$ cat src/rtl/dns_name_label_encoder_top_assert.svh
// ----------------------------------------------------------------------------
// dns_name_label_encoder_top_assert.svh
// Assertion macros for the name label encoder. Clock i_clk and reset
// i_rst_n must be in scope where the macros are used.
// ----------------------------------------------------------------------------
`ifndef DNS_NAME_LABEL_ENCODER_TOP_ASSERT_SVH
`define DNS_NAME_LABEL_ENCODER_TOP_ASSERT_SVH

// same-cycle implication, reset masked
`define DNLE_ASSERT_IMP(lbl, ante, cons, msg) \
    lbl: assert property (@(posedge i_clk) disable iff (!i_rst_n) (ante) |-> (cons)) \
        else $error(msg);

// next-cycle implication, reset masked
`define DNLE_ASSERT_NXT(lbl, ante, cons, msg) \
    lbl: assert property (@(posedge i_clk) disable iff (!i_rst_n) (ante) |=> (cons)) \
        else $error(msg);

`endif

$ cat src/rtl/dnle_pkg.sv
// ----------------------------------------------------------------------------
// dnle_pkg
// Shared constants and types of the name label encoder.
// ----------------------------------------------------------------------------
package dnle_pkg;

    // default longest label kept, longer labels are truncated
    localparam int MAX_LABEL_DEF = 63;

    // separator character between labels
    localparam logic [7:0] SEPARATOR = 8'h2E;

    // hash: factor is always a power of two, kept as a shift amount
    localparam int HASH_W        = 32;
    localparam int FACTOR_INIT   = 16;
    localparam int SHAMT_W       = $clog2(HASH_W) + 1;
    localparam logic [SHAMT_W-1:0] SHAMT_INIT = SHAMT_W'($clog2(FACTOR_INIT));

    // label counter saturation
    localparam logic [7:0] LABELS_MAX = 8'hFF;

    // command queue depth
    localparam int CMDQ_DEPTH = 2;
    localparam int CMDQ_CNT_W = $clog2(CMDQ_DEPTH + 1);

    // zero bytes that follow the label of a command
    typedef enum logic [1:0] {
        TAIL_NONE       = 2'd0,
        TAIL_TERM       = 2'd1,
        TAIL_EMPTY_TERM = 2'd2
    } t_tail;

    // source of one wire byte
    typedef enum logic [1:0] {
        KIND_LEN,
        KIND_DATA,
        KIND_ZERO
    } t_kind;

    // end-of-name summary carried with a command
    typedef struct packed {
        logic              done;
        logic [HASH_W-1:0] hash;
        logic [7:0]        count;
        logic              ovf;
    } t_meta;

    // command queue status
    typedef struct packed {
        logic [CMDQ_CNT_W-1:0] count;
        logic                  empty;
        logic                  full;
    } t_q_stat;

endpackage

$ cat src/rtl/dnle_ram.sv
// ----------------------------------------------------------------------------
// dnle_ram
// Generic single-write, single-read RAM with registered read data.
// ----------------------------------------------------------------------------
module dnle_ram #(
    parameter int WIDTH  = 8,
    parameter int DEPTH  = 128,
    parameter int ADDR_W = $clog2(DEPTH)
) (
    input  logic              i_clk,
    input  logic              i_wr_en,
    input  logic [ADDR_W-1:0] i_wr_addr,
    input  logic [WIDTH-1:0]  i_wr_data,
    input  logic              i_rd_en,
    input  logic [ADDR_W-1:0] i_rd_addr,
    output logic [WIDTH-1:0]  o_rd_data
);

    logic [WIDTH-1:0] r_mem [DEPTH];
    logic [WIDTH-1:0] r_rd_data;

    // write port
    always_ff @(posedge i_clk) begin
        if (i_wr_en) begin
            r_mem[i_wr_addr] <= i_wr_data;
        end
    end

    // registered read port
    always_ff @(posedge i_clk) begin
        if (i_rd_en) begin
            r_rd_data <= r_mem[i_rd_addr];
        end
    end

    assign o_rd_data = r_rd_data;

endmodule

$ cat src/rtl/dnle_front.sv
// ----------------------------------------------------------------------------
// dnle_front
// Accepts name bytes, keeps hash and label state, writes label bytes into
// the current buffer bank and issues one emit command per label boundary.
// ----------------------------------------------------------------------------
module dnle_front #(
    parameter int MAX_LABEL = dnle_pkg::MAX_LABEL_DEF,
    parameter int LEN_W     = $clog2(MAX_LABEL + 1)
) (
    input  logic               i_clk,
    input  logic               i_rst_n,
    input  logic               i_valid,
    output logic               o_stall,
    input  logic [7:0]         i_name_byte,
    input  logic               i_last_byte,
    input  logic               i_busy_full,
    output logic               o_wr_en,
    output logic [LEN_W:0]     o_wr_addr,
    output logic [7:0]         o_wr_data,
    output logic               o_cmd_push,
    output logic               o_cmd_bank,
    output logic [LEN_W-1:0]   o_cmd_len,
    output dnle_pkg::t_tail    o_cmd_tail,
    output dnle_pkg::t_meta    o_cmd_meta
);

    import dnle_pkg::*;

    logic [LEN_W-1:0]   r_len,    n_len;
    logic [HASH_W-1:0]  r_hash,   n_hash;
    logic [SHAMT_W-1:0] r_shamt,  n_shamt;
    logic [7:0]         r_labels, n_labels;
    logic               r_ovf,    n_ovf;
    logic               r_bank,   n_bank;

    logic               acc;
    logic               is_dot;
    logic               store_ok;
    logic               emit;
    logic [LEN_W-1:0]   len_upd;
    logic [HASH_W-1:0]  sx;
    logic [HASH_W-1:0]  prod;
    logic [HASH_W-1:0]  hash_upd;
    logic               ovf_upd;
    logic [8:0]         labels_sum;
    logic [7:0]         labels_upd;

    // handshake
    assign o_stall = i_busy_full;
    assign acc     = i_valid && !i_busy_full;

    // classify and compute updated name state
    always_comb begin
        is_dot     = (i_name_byte == SEPARATOR);
        store_ok   = (r_len < LEN_W'(MAX_LABEL));
        len_upd    = (!is_dot && store_ok) ? r_len + 1'b1 : r_len;
        sx         = {{(HASH_W-8){i_name_byte[7]}}, i_name_byte};
        prod       = r_shamt[SHAMT_W-1] ? '0 : (sx << r_shamt[SHAMT_W-2:0]);
        hash_upd   = is_dot ? r_hash : r_hash + prod;
        ovf_upd    = r_ovf || (!is_dot && !store_ok);
        labels_sum = {1'b0, r_labels} + 9'(is_dot) + (i_last_byte ? 9'd2 : 9'd0);
        labels_upd = labels_sum[8] ? LABELS_MAX : labels_sum[7:0];
        emit       = acc && (is_dot || i_last_byte);
    end

    // emit command
    always_comb begin
        o_cmd_push      = emit;
        o_cmd_bank      = r_bank;
        o_cmd_len       = is_dot ? r_len : len_upd;
        o_cmd_tail      = !i_last_byte ? TAIL_NONE : (is_dot ? TAIL_EMPTY_TERM : TAIL_TERM);
        o_cmd_meta.done  = i_last_byte;
        o_cmd_meta.hash  = hash_upd;
        o_cmd_meta.count = labels_upd;
        o_cmd_meta.ovf   = ovf_upd;
    end

    // label buffer write
    assign o_wr_en   = acc && !is_dot && store_ok;
    assign o_wr_addr = {r_bank, r_len};
    assign o_wr_data = i_name_byte;

    // next name state
    always_comb begin
        n_len    = r_len;
        n_hash   = r_hash;
        n_shamt  = r_shamt;
        n_labels = r_labels;
        n_ovf    = r_ovf;
        n_bank   = emit ? !r_bank : r_bank;
        if (acc) begin
            if (i_last_byte) begin
                n_len    = '0;
                n_hash   = '0;
                n_shamt  = SHAMT_INIT;
                n_labels = '0;
                n_ovf    = 1'b0;
            end else begin
                n_len    = is_dot ? '0 : len_upd;
                n_hash   = hash_upd;
                n_labels = labels_upd;
                n_ovf    = ovf_upd;
                if (is_dot && !r_shamt[SHAMT_W-1]) begin
                    n_shamt = r_shamt + 1'b1;
                end
            end
        end
    end

    // state registers
    always_ff @(posedge i_clk) begin
        if (!i_rst_n) begin
            r_len    <= '0;
            r_hash   <= '0;
            r_shamt  <= SHAMT_INIT;
            r_labels <= '0;
            r_ovf    <= 1'b0;
            r_bank   <= 1'b0;
        end else begin
            r_len    <= n_len;
            r_hash   <= n_hash;
            r_shamt  <= n_shamt;
            r_labels <= n_labels;
            r_ovf    <= n_ovf;
            r_bank   <= n_bank;
        end
    end

endmodule

$ cat src/rtl/dnle_cmdq.sv
// ----------------------------------------------------------------------------
// dnle_cmdq
// Two-entry command queue between the front and the back.
// ----------------------------------------------------------------------------
module dnle_cmdq #(
    parameter int W = 8
) (
    input  logic              i_clk,
    input  logic              i_rst_n,
    input  logic              i_push,
    input  logic [W-1:0]      i_data,
    input  logic              i_pop,
    output logic [W-1:0]      o_data,
    output dnle_pkg::t_q_stat o_stat
);

    import dnle_pkg::*;

    logic [W-1:0]          r_mem [CMDQ_DEPTH];
    logic                  r_wp,    n_wp;
    logic                  r_rp,    n_rp;
    logic [CMDQ_CNT_W-1:0] r_count, n_count;

    // entry storage
    always_ff @(posedge i_clk) begin
        if (i_push) begin
            r_mem[r_wp] <= i_data;
        end
    end

    // pointers and fill count
    always_comb begin
        n_wp    = i_push ? !r_wp : r_wp;
        n_rp    = i_pop ? !r_rp : r_rp;
        n_count = r_count + CMDQ_CNT_W'(i_push) - CMDQ_CNT_W'(i_pop);
    end

    always_ff @(posedge i_clk) begin
        if (!i_rst_n) begin
            r_wp    <= 1'b0;
            r_rp    <= 1'b0;
            r_count <= '0;
        end else begin
            r_wp    <= n_wp;
            r_rp    <= n_rp;
            r_count <= n_count;
        end
    end

    assign o_data       = r_mem[r_rp];
    assign o_stat.count = r_count;
    assign o_stat.empty = (r_count == '0);
    assign o_stat.full  = (r_count == CMDQ_CNT_W'(CMDQ_DEPTH));

endmodule

$ cat src/rtl/dnle_back.sv
// ----------------------------------------------------------------------------
// dnle_back
// Carries out emit commands: walks the wire bytes of a label one a cycle unless
// stalled, reads label bytes from the buffer, packs up to two per transaction.
// ----------------------------------------------------------------------------
module dnle_back #(
    parameter int MAX_LABEL = dnle_pkg::MAX_LABEL_DEF,
    parameter int LEN_W     = $clog2(MAX_LABEL + 1),
    parameter int POS_W     = $clog2(MAX_LABEL + 3)
) (
    input  logic              i_clk,
    input  logic              i_rst_n,
    input  logic              i_cmd_valid,
    input  logic              i_cmd_bank,
    input  logic [LEN_W-1:0]  i_cmd_len,
    input  dnle_pkg::t_tail   i_cmd_tail,
    input  dnle_pkg::t_meta   i_cmd_meta,
    output logic              o_cmd_pop,
    output logic              o_busy,
    output logic              o_rd_en,
    output logic [LEN_W:0]    o_rd_addr,
    input  logic [7:0]        i_rd_data,
    output logic              o_valid,
    input  logic              i_stall,
    output logic [7:0]        o_wire_byte_a,
    output logic [7:0]        o_wire_byte_b,
    output logic [1:0]        o_byte_pair_count,
    output logic              o_run_last,
    output logic              o_name_done,
    output logic [31:0]       o_name_hash,
    output logic [7:0]        o_label_count,
    output logic              o_label_overflow
);

    import dnle_pkg::*;

    // byte walker
    logic              r_active;
    logic [POS_W-1:0]  r_pos;
    logic [POS_W-1:0]  r_last_pos;
    logic              r_bank;
    logic [LEN_W-1:0]  r_len;
    t_meta             r_meta;

    // read stage
    logic              r_s1_valid;
    t_kind             r_s1_kind;
    logic [7:0]        r_s1_byte;
    logic              r_s1_last;
    t_meta             r_s1_meta;

    // pairing stage
    logic              r_pend_valid;
    logic [7:0]        r_pend_byte;

    // output register
    logic              r_out_valid;
    logic [7:0]        r_out_a;
    logic [7:0]        r_out_b;
    logic [1:0]        r_out_cnt;
    logic              r_out_run_last;
    logic              r_out_done;
    logic [HASH_W-1:0] r_out_hash;
    logic [7:0]        r_out_count;
    logic              r_out_ovf;

    logic              en;
    logic              at_last;
    t_kind             kind0;
    logic [POS_W-1:0]  pos_m1;
    logic [7:0]        s1_data;
    logic              out_load;
    logic              out_pair;

    // whole pipe advances when the output register can take a transaction
    assign en      = !r_out_valid || !i_stall;
    assign at_last = (r_pos == r_last_pos);
    assign pos_m1  = r_pos - 1'b1;

    // byte source of the current position
    always_comb begin
        if (r_pos == '0) begin
            kind0 = KIND_LEN;
        end else if (r_pos <= POS_W'(r_len)) begin
            kind0 = KIND_DATA;
        end else begin
            kind0 = KIND_ZERO;
        end
    end

    assign o_cmd_pop = en && i_cmd_valid && (!r_active || at_last);
    assign o_busy    = r_active;
    assign o_rd_en   = en && r_active && (kind0 == KIND_DATA);
    assign o_rd_addr = {r_bank, pos_m1[LEN_W-1:0]};

    // byte walker control
    always_ff @(posedge i_clk) begin
        if (!i_rst_n) begin
            r_active <= 1'b0;
        end else if (o_cmd_pop) begin
            r_active <= 1'b1;
        end else if (en && r_active && at_last) begin
            r_active <= 1'b0;
        end
    end

    // byte walker payload
    always_ff @(posedge i_clk) begin
        if (o_cmd_pop) begin
            r_pos      <= '0;
            r_last_pos <= POS_W'(i_cmd_len) + POS_W'(i_cmd_tail);
            r_bank     <= i_cmd_bank;
            r_len      <= i_cmd_len;
            r_meta     <= i_cmd_meta;
        end else if (en && r_active) begin
            r_pos <= r_pos + 1'b1;
        end
    end

    // read stage, aligned with the buffer read data
    always_ff @(posedge i_clk) begin
        if (!i_rst_n) begin
            r_s1_valid <= 1'b0;
        end else if (en) begin
            r_s1_valid <= r_active;
        end
    end

    always_ff @(posedge i_clk) begin
        if (en) begin
            r_s1_kind <= kind0;
            r_s1_byte <= (kind0 == KIND_LEN) ? 8'(r_len) : 8'h00;
            r_s1_last <= at_last;
            r_s1_meta <= r_meta;
        end
    end

    assign s1_data  = (r_s1_kind == KIND_DATA) ? i_rd_data : r_s1_byte;
    assign out_pair = r_pend_valid;
    assign out_load = en && r_s1_valid && (r_pend_valid || r_s1_last);

    // pairing stage
    always_ff @(posedge i_clk) begin
        if (!i_rst_n) begin
            r_pend_valid <= 1'b0;
        end else if (en && r_s1_valid) begin
            r_pend_valid <= !r_pend_valid && !r_s1_last;
        end
    end

    always_ff @(posedge i_clk) begin
        if (en && r_s1_valid && !r_pend_valid) begin
            r_pend_byte <= s1_data;
        end
    end

    // output register
    always_ff @(posedge i_clk) begin
        if (!i_rst_n) begin
            r_out_valid <= 1'b0;
        end else if (en) begin
            r_out_valid <= out_load;
        end
    end

    always_ff @(posedge i_clk) begin
        if (out_load) begin
            r_out_a        <= out_pair ? r_pend_byte : s1_data;
            r_out_b        <= out_pair ? s1_data : 8'h00;
            r_out_cnt      <= out_pair ? 2'd2 : 2'd1;
            r_out_run_last <= r_s1_last;
            r_out_done     <= r_s1_last && r_s1_meta.done;
            r_out_hash     <= (r_s1_last && r_s1_meta.done) ? r_s1_meta.hash : '0;
            r_out_count    <= (r_s1_last && r_s1_meta.done) ? r_s1_meta.count : 8'h00;
            r_out_ovf      <= r_s1_last && r_s1_meta.done && r_s1_meta.ovf;
        end
    end

    assign o_valid           = r_out_valid;
    assign o_wire_byte_a     = r_out_a;
    assign o_wire_byte_b     = r_out_b;
    assign o_byte_pair_count = r_out_cnt;
    assign o_run_last        = r_out_run_last;
    assign o_name_done       = r_out_done;
    assign o_name_hash       = r_out_hash;
    assign o_label_count     = r_out_count;
    assign o_label_overflow  = r_out_ovf;

endmodule

$ cat src/rtl/dns_name_label_encoder_top.sv
// Path: the command for a label is pushed when the byte that closes it is accepted;
// the byte walker pops it, then its wire bytes pass the read stage, the pairing stage
// and the output register. Throughput: plain bytes go in one per cycle while o_stall is
// low; wire bytes come out one per cycle while i_stall does not hold the output, set by
// the single label buffer read port. The front stalls while two labels are queued or in
// emission (two buffer banks). Reset is synchronous, active low, clears the busy and
// valid flags, queue pointers and name state; the label buffer is not cleared.
// ----------------------------------------------------------------------------
// dns_name_label_encoder_top
// Encodes a dotted host name into wire-form labels with name hash and count.
// ----------------------------------------------------------------------------
module dns_name_label_encoder_top #(
    parameter int MAX_LABEL = dnle_pkg::MAX_LABEL_DEF
) (
    input  logic        i_clk,
    input  logic        i_rst_n,
    input  logic        i_valid,
    output logic        o_stall,
    input  logic [7:0]  i_name_byte,
    input  logic        i_last_byte,
    output logic        o_valid,
    input  logic        i_stall,
    output logic [7:0]  o_wire_byte_a,
    output logic [7:0]  o_wire_byte_b,
    output logic [1:0]  o_byte_pair_count,
    output logic        o_run_last,
    output logic        o_name_done,
    output logic [31:0] o_name_hash,
    output logic [7:0]  o_label_count,
    output logic        o_label_overflow
);

    import dnle_pkg::*;

    `include "dns_name_label_encoder_top_assert.svh"

    localparam int LEN_W  = $clog2(MAX_LABEL + 1);
    localparam int POS_W  = $clog2(MAX_LABEL + 3);
    localparam int ADDR_W = LEN_W + 1;

    typedef struct packed {
        logic             bank;
        logic [LEN_W-1:0] len;
        t_tail            tail;
        t_meta            meta;
    } t_cmd;

    localparam int QW = $bits(t_cmd);

    t_cmd              cmd_in;
    t_cmd              cmd_out;
    logic [QW-1:0]     q_rd_data;
    t_q_stat           q_stat;
    logic              cmd_push;
    logic              cmd_pop;
    logic              back_busy;
    logic [2:0]        inflight;
    logic              busy_full;
    logic              wr_en;
    logic [ADDR_W-1:0] wr_addr;
    logic [7:0]        wr_data;
    logic              rd_en;
    logic [ADDR_W-1:0] rd_addr;
    logic [7:0]        rd_data;

    // labels queued or in emission; both banks taken at two
    assign inflight  = {1'b0, q_stat.count} + 3'(back_busy);
    assign busy_full = (inflight >= 3'd2);

    dnle_front #(
        .MAX_LABEL (MAX_LABEL),
        .LEN_W     (LEN_W)
    ) u_front (
        .i_clk       (i_clk),
        .i_rst_n     (i_rst_n),
        .i_valid     (i_valid),
        .o_stall     (o_stall),
        .i_name_byte (i_name_byte),
        .i_last_byte (i_last_byte),
        .i_busy_full (busy_full),
        .o_wr_en     (wr_en),
        .o_wr_addr   (wr_addr),
        .o_wr_data   (wr_data),
        .o_cmd_push  (cmd_push),
        .o_cmd_bank  (cmd_in.bank),
        .o_cmd_len   (cmd_in.len),
        .o_cmd_tail  (cmd_in.tail),
        .o_cmd_meta  (cmd_in.meta)
    );

    dnle_ram #(
        .WIDTH  (8),
        .DEPTH  (2 ** ADDR_W),
        .ADDR_W (ADDR_W)
    ) u_label_ram (
        .i_clk     (i_clk),
        .i_wr_en   (wr_en),
        .i_wr_addr (wr_addr),
        .i_wr_data (wr_data),
        .i_rd_en   (rd_en),
        .i_rd_addr (rd_addr),
        .o_rd_data (rd_data)
    );

    dnle_cmdq #(
        .W (QW)
    ) u_cmdq (
        .i_clk   (i_clk),
        .i_rst_n (i_rst_n),
        .i_push  (cmd_push),
        .i_data  (cmd_in),
        .i_pop   (cmd_pop),
        .o_data  (q_rd_data),
        .o_stat  (q_stat)
    );

    assign cmd_out = q_rd_data;

    dnle_back #(
        .MAX_LABEL (MAX_LABEL),
        .LEN_W     (LEN_W),
        .POS_W     (POS_W)
    ) u_back (
        .i_clk             (i_clk),
        .i_rst_n           (i_rst_n),
        .i_cmd_valid       (!q_stat.empty),
        .i_cmd_bank        (cmd_out.bank),
        .i_cmd_len         (cmd_out.len),
        .i_cmd_tail        (cmd_out.tail),
        .i_cmd_meta        (cmd_out.meta),
        .o_cmd_pop         (cmd_pop),
        .o_busy            (back_busy),
        .o_rd_en           (rd_en),
        .o_rd_addr         (rd_addr),
        .i_rd_data         (rd_data),
        .o_valid           (o_valid),
        .i_stall           (i_stall),
        .o_wire_byte_a     (o_wire_byte_a),
        .o_wire_byte_b     (o_wire_byte_b),
        .o_byte_pair_count (o_byte_pair_count),
        .o_run_last        (o_run_last),
        .o_name_done       (o_name_done),
        .o_name_hash       (o_name_hash),
        .o_label_count     (o_label_count),
        .o_label_overflow  (o_label_overflow)
    );

    // checks
    `DNLE_ASSERT_IMP(a_inflight_bound, 1'b1, inflight <= 3'd2,
                     "more than two labels outstanding")
    `DNLE_ASSERT_IMP(a_push_not_full, cmd_push, !q_stat.full,
                     "command pushed into a full queue")
    `DNLE_ASSERT_IMP(a_done_is_run_last, o_valid && o_name_done,
                     o_run_last && (o_label_count >= 8'd2),
                     "name end without run end or with too few labels")
    `DNLE_ASSERT_NXT(a_push_lands, cmd_push, !q_stat.empty,
                     "pushed command missing from queue")

endmodule
$ cat config.mk
export PLATFORM = sky130hd
export DESIGN_NAME = dns_name_label_encoder_top
export DESIGN_NICKNAME = d
export VERILOG_FILES = /design/src/rtl/dnle_pkg.sv /design/src/rtl/dnle_ram.sv /design/src/rtl/dnle_front.sv /design/src/rtl/dnle_cmdq.sv /design/src/rtl/dnle_back.sv /design/src/rtl/dns_name_label_encoder_top.sv
export VERILOG_INCLUDE_DIRS = /design/src /design/src/rtl
export SDC_FILE = /design/constraint.sdc
export NUM_CORES = 2
export LEC_CHECK = 0
export ABC_AREA = 1
export BUFFER_PORTS_ARGS = -buffer_cell sky130_fd_sc_hd__buf_2
export CAP_MARGIN = 20
export CORE_ASPECT_RATIO = 0.7
export CORE_UTILIZATION = 35
export CTS_CLUSTER_SIZE = 24
export DETAILED_ROUTE_END_ITERATION = 10
export GPL_TIMING_DRIVEN = 0
export PLACE_DENSITY = 0.58
export REMOVE_ABC_BUFFERS = 1
export SYNTH_ARGS = -nofsm -noshare
export SYNTH_HDL_FRONTEND = slang
export SYNTH_SLANG_ARGS = --single-unit
$ cat constraint.sdc
create_clock -name i_clk -period 13.15 [get_ports i_clk]
set_clock_uncertainty 0.2 [all_clocks]
set_input_delay 2.63 -clock i_clk [delete_from_list [all_inputs] [get_ports i_clk]]
set_output_delay 2.63 -clock i_clk [all_outputs]
set_load 0.05 [all_outputs]
# Word level (Yosys, flattened, before mapping)
# Memory sizes are Yosys's and may differ from the RTL's. A register that Yosys moved wholly into a read port is not among the register bits.
# Cells that the tools add are included.
# classes
addsub	11
n_lt_le_gt_ge	3
eq_ne	4
shifts	1
mux	28
n_reduce_logical	42
# op_table
op	count
two-way mux 32 bit	3
two-way mux 6 bit	6
adder 32 bit	1
two-way mux 8 bit	4
<< shifter 32 x 5 -> 32 bit	1
logical AND 1 bit	18
zero test 1 bit	13
adder 6 x 1 -> 6 bit (second input constant)	2
two-way mux 2 bit	6
adder 8 x 1 -> 9 bit	1
adder 9 bit	1
two-way mux 1 bit	9
equality test 8 x 6 -> 1 bit (second input constant)	1
adder 6 x 2 -> 7 bit	1
adder 7 x 1 -> 7 bit (second input constant)	1
equality test 7 bit	1
less-or-equal comparator 7 x 6 -> 1 bit	1
zero test 7 bit	1
< comparator 6 bit (second input constant)	1
subtractor 6 x 1 -> 6 bit (second input constant)	1
logical OR 1 bit	5
equality test 2 x 1 -> 1 bit (second input constant)	2
zero test 2 bit	2
nonzero test 2 bit	2
other kinds (5)	5
# word_totals
reg_bits	247
mem_bits_rw	1126
in_bits	13
memories	2
# memory_table
name	words	word_bits	rd	rd_ports_with_merged_regs	write_ports	line	rtl
u_label_ram.r_mem	128	8	1	1	1	dnle_ram.sv:19	logic [WIDTH-1:0] r_mem [DEPTH];
u_cmdq.r_mem	2	51	1	1	1	dnle_cmdq.sv:19	logic [W-1:0] r_mem [CMDQ_DEPTH];

# Depth between registers and ports, before layout
# depth
word_depth	8
depth_mapped	31

# Cells and area by module
# Synthesis repeated with hierarchy kept, for this count alone.
# unflattened
cells_unflattened	5243
area_unflattened_um2	58952.8
# modules_own_cells
mod	instances	cells_per_inst	area_each_um2	seq_area_each_um2
dnle_ram	1	3575	42184.2	30989.7
dnle_back	1	493	6939.2	5505.3
dnle_front	1	979	5652.9	1081.0
dnle_cmdq	1	192	4161.5	3163.0
dns_name_label_encoder_top	1	4	15.0	0.0

# Worst setup path before layout
# Ideal clock, no wire load.
# synth_path
path_kind	input to register
from	input port i_stall
to	register u_cmdq.r_count[1]
arrival_time_ns	5.891
path_slack_ns	6.989
cell_stages	11
path_cell_list	nand2_1 inv_1 nor2_1 nand2_1 inv_2 ha_1 inv_1 ha_1 xor2_1 o21ai_0 a21oi_1
# synth_between
elab_chain_len	5
# synth_lines
element	line	rtl
from (decl)	dns_name_label_encoder_top.sv:22	input logic i_stall,
zero test 1 bit	dnle_back.sv:76	assign en = !r_out_valid || !i_stall;
logical OR 1 bit	dnle_back.sv:76	
logical AND 1 bit (2 in series)	dnle_back.sv:91	assign o_cmd_pop = en && i_cmd_valid && (!r_active || at_last);
named net cmd_pop	dns_name_label_encoder_top.sv:55	logic cmd_pop;
subtractor 2 x 1 -> 2 bit	dnle_cmdq.sv:35	n_count = r_count + CMDQ_CNT_W'(i_push) - CMDQ_CNT_W'(i_pop);
to (signal assigned)	dnle_cmdq.sv:46	r_count <= n_count;
to (decl)	dnle_cmdq.sv:22	logic [CMDQ_CNT_W-1:0] r_count, n_count;
# The timed path passes the listed nets, and every way through them passes these cells.
# A chain may end at the register's enable or synchronous reset.

==> run summary <==
In this run the critical register-to-register path is captured at u_label_ram.o_rd_data[3]. Relative to the synthesized area, the layout overhead comes to 13.04%. The die covers 166600 um^2. Setup repair after global routing left no endpoint under its margin.

The number of sinks handled by clock tree synthesis is 1380, and the highest attainable clock frequency is 151.7 MHz. The count of final setup violators is 0, and the depth of the most critical reg-to-reg path is 12. Clock-pin slew was measured on the worst setup and hold paths at 0.06 ns.

The tools report the overall routing resource usage as 16.84%. The routed layout has 36630 vias. The worst hold endpoint is u_back.r_s1_meta[23]. The type of element launching the critical path was an input pin. TritonCTS built the clock tree.

The logic gate share of total power is 34.4%. The largest stage delay on the critical path works out to 0.54 ns. The sequential share of the synthesized area was 70.56%. In this run the worst hold path is classified as flop to flop.

The setup path with the least slack is of type input pin to flop. The fraction of final layout cells with drive strength greater than 1 works out to 8.462%. The start point of the worst hold path is u_back.r_meta[23]. The via count of the first global-routing pass is 34300, and the fraction of power consumed by sequential logic is 37.9%.

The netlist area before placement is 57730 um^2, and the count of final max-slew check failures is 0. The wire length of the first global-routing pass is 213800 um, and the count of final hold-check violations is 0. The tools report the detailed-placement wirelength estimate as 87030 um.

The floorplan step defined a core boundary enclosing 163500 um^2. For the worst endpoint data arrival time, the log shows 7.01 ns. Counting flops with an async set or reset pin after synthesis yields a share of 0%. Traced cell by cell, the critical path runs through buf_4 -> buf_16 -> inv_1 -> o21ai_0 -> inv_1 -> nand2_1 -> o21ai_0 -> nand2_1 -> nand3_1 -> a221oi_1 -> ha_1 -> nand2_1 -> inv_1 -> nand2_1 -> inv_1 -> a21oi_1 -> nand3_1 -> nand2_1 -> inv_1 -> o21ai_0 -> and2_1. The number of buffer cells added on primary ports is 75, and the reg2reg setup slack is 7.34 ns.

The floorplan die width is 487.4 um. The cell count after synthesis came out at 4832. The switching power summed over all nets is 0.005087 W, and the transition time of the tightest slew-check pin is 1.177 ns.

The most used flip-flop cell after synthesis is sky130_fd_sc_hd__edfxtp_1. The number of max-capacitance violations reported was 0. After clock tree synthesis, the setup repair step added 0 buffers.

Per report_power, the clock group accounts for 27.6% of the total. Initial standard-cell utilization of the core: 35.31%. The required arrival time at the worst endpoint was 13.56 ns; the total number of placement rows was 124. The run gives 21.46% as the relative max-transition margin.

The ratio of final minimum period to clock period was 50.14%. Wires add up to 141900 um. The first detailed-routing pass took 6 iterations.

CTS built an H-tree with a depth of 4. The number of gates resized after CTS was 0. The clock tree root buffer cell is sky130_fd_sc_hd__clkbuf_16. The number of unique standard cell types used by synthesis is 52. The slowest stage of the critical path belongs to the cell sky130_fd_sc_hd__a221oi_1. The count of buffer and inverter cells on the critical path works out to 7. During I/O placement, the number of pins put on the boundary was 76.

The run gives 39.91% as the post-route core utilization. The design draws 0.01381 W. The time the final worst path needs with I/O delays and setup was 6.593 ns.

In the routed layout, each cell is associated on average with a via count of 5.124. In this run the remaining antenna-violating nets after routing total 0. The number of enable flip-flop cells after synthesis is 1310, and the minimum hold slack is 0.2082 ns. At the end of routability-driven placement, the weighted congestion stood at 0.8973. For this block, the initial DRC count from the detailed router was 3860.

The run finished with clean final reports. The mean area per synthesized cell was 11.95 um^2. Counting along the longest clock path gives a buffer depth of 3.

The top fanout value on the critical path was 70; the insertion delay of the later-clocked pin in the worst-skew pair was 0.77 ns. The largest net degree at the start of global routing was 194; the number of buffers inserted by hold repair at cts was 0. The total global routing overflow was 0; the total number of yosys warnings was 0.

In this run the critical register-to-register path is launched from u_back.r_pos[0]. The total CTS buffers is 142, and the power density over the cells is 211.7 nW/um^2. After detailed routing, the average wire length per cell comes to 19.85 um. For this run, the post-layout net count is 4898. The initial antenna violation count is 8, and the hold-critical path depth is 0. The fraction of power spent switching nets came out at 36.83%.

The internal power of the cells totals 0.008726 W. The cell family with the largest share of critical-path delay is compound AO/OA/AOI/OAI gates. In this run, synthesis produced a sequential element count of 1380. For the worst voltage drop across the vdd grid, the log shows 0.2134 mV. For this run, design rule violations remaining after detail routing come to 0. Summed over all cells, the static leakage comes to 22.12 nW.

The worst setup path is captured at a flop. Die height: 341.8 um.
## cell families after synthesis
kind of cell	synth area share [%]
fa+ha+maj	1.144
compound gates	10.15
simple gates	12.00
mux	1.987
flops	70.56
xor+xnor	0.5071
buf+inv	3.652
## cells in the final DEF (no fill, tap or decap), drive strengths merged
cell type,synthesis,routed
a2111oi,1,1
a211oi,6,6
a21o,3,3
a21oi,119,119
a221oi,2,2
a31oi,4,4
and2,13,13
buf,139,130
bufinv,0,5
clkbuf,133,181
clkinv,1,57
clkinvlp,0,1
dfxtp,70,70
diode,0,3
edfxtp,1310,1310
fa,3,3
ha,48,48
inv,214,221
mux2,45,45
mux2i,64,64
nand2,532,532
nand3,140,140
nand3b,3,3
nand4,16,16
nor2,986,986
nor3,19,19
nor3b,1,1
nor4,3,3
o211ai,168,168
o21a,3,3
o21ai,647,647
o21bai,7,7
o221ai,8,8
o22ai,45,45
o32ai,24,24
or2,25,25
xnor2,12,12
xor2,18,18
## sequential cells by signal, indices dropped and copies added (netlist names), 2 cells and up, named ones only
signal / cells
u_label_ram.r_mem: 1024
u_cmdq.r_mem: 102
u_back.r_meta: 42
u_back.r_s1_meta: 42
u_back.o_name_hash: 32
u_front.r_hash: 32
u_back.o_label_count: 8
u_back.o_wire_byte_a: 8
u_back.o_wire_byte_b: 8
u_back.r_pend_byte: 8
u_front.r_labels: 8
u_label_ram.o_rd_data: 8
u_back.r_last_pos: 7
u_back.r_pos: 7
u_back.r_len: 6
u_back.r_s1_byte: 6
u_front.r_len: 6
u_front.r_shamt: 6
u_back.o_byte_pair_count: 2
u_back.r_s1_kind: 2
u_cmdq.r_count: 2
## per-layer routing
layer	wire length (um)	share of wire, %	GRT usage, %	vias to the layer above
li1	-	-	-	17270
met1	66380	47	25.16	17980
met2	60920	43	24.34	1165
met3	11580	8.2	3.821	203
met4	2954	2.1	4.683	8
met5	39	0.027	0	-
## metrics by stage
stage	setup TNS, ns	setup WS [ns]	area (um^2)	std cells
floorplan	-152.67	-10.55	56440	4560
global placement	-984.63	-38.37	59570	6840
detailed placement	0	5.834	60890	6894
CTS	0	6.647	65230	7144
global route	0	6.363	65260	7146
finish	0	6.557	65260	7148
## synth_stat cells (8+ instances only)
library cell,number,area (um^2)
sky130_fd_sc_hd__mux2i_1,64,640.6
sky130_fd_sc_hd__xor2_1,15,131.4
sky130_fd_sc_hd__buf_6,13,146.4
sky130_fd_sc_hd__buf_4,12,90.09
sky130_fd_sc_hd__nor2_1,985,3697
sky130_fd_sc_hd__nand3_1,140,700.7
sky130_fd_sc_hd__and2_1,13,81.33
sky130_fd_sc_hd__edfxtp_1,1310,39340
sky130_fd_sc_hd__o32ai_1,24,210.2
sky130_fd_sc_hd__ha_1,48,600.6
sky130_fd_sc_hd__a21oi_1,119,595.6
sky130_fd_sc_hd__inv_2,10,37.54
sky130_fd_sc_hd__nor3_1,16,80.08
sky130_fd_sc_hd__xnor2_1,11,96.34
sky130_fd_sc_hd__or2_2,24,150.1
sky130_fd_sc_hd__inv_1,203,762.0
sky130_fd_sc_hd__nand2_1,531,1993
sky130_fd_sc_hd__o21ai_0,560,2803
sky130_fd_sc_hd__o211ai_1,168,1261
sky130_fd_sc_hd__clkbuf_1,132,495.5
sky130_fd_sc_hd__buf_2,107,535.5
sky130_fd_sc_hd__o21ai_1,85,425.4
sky130_fd_sc_hd__mux2_2,45,506.7
sky130_fd_sc_hd__o22ai_1,45,281.5
sky130_fd_sc_hd__o221ai_1,8,70.07
sky130_fd_sc_hd__nand4_1,16,100.1
sky130_fd_sc_hd__dfxtp_1,70,1401
## power groups by stage
stage / registers [W] / clock network [W] / logic (W)
after global routing: 0.00527 / 0.00405 / 0.00522
final: 0.00524 / 0.00381 / 0.00476
after detailed placement: 0.00534 / 0 / 0.00471
after floorplan: 0.00540 / 0 / 0.00316
after CTS: 0.00524 / 0.00389 / 0.00473
after global placement: 0.00551 / 0 / 0.00444
## worst max-delay path by stage
stage | from | end | slack [ns] | cells after the start
after global placement | u_back.r_pos[0] | u_label_ram.o_rd_data[4] | -38.37 | 11
after floorplan | u_back.r_pos[0] | u_label_ram.o_rd_data[0] | -10.55 | 10
after CTS | i_name_byte[4] | u_label_ram.r_mem[27][4] | 6.65 | 9
after global routing | i_name_byte[4] | u_label_ram.r_mem[30][4] | 6.36 | 10
final | i_name_byte[1] | u_cmdq.r_mem[0][27] | 6.56 | 21
after detailed placement | i_name_byte[4] | u_label_ram.r_mem[30][3] | 5.83 | 10
## area by class of cell
cell class,count,area [um^2]
clock buffers,181,3784
flip-flops and latches,1380,40750
fillers,15360,98270
inverters,215,833.3
clock inverters,69,556.8
repair buffers,130,1615
diodes,3,7.507
multi-input cells,2965,14960
well taps,2205,2759
Power figures use the tool's default switching activity.
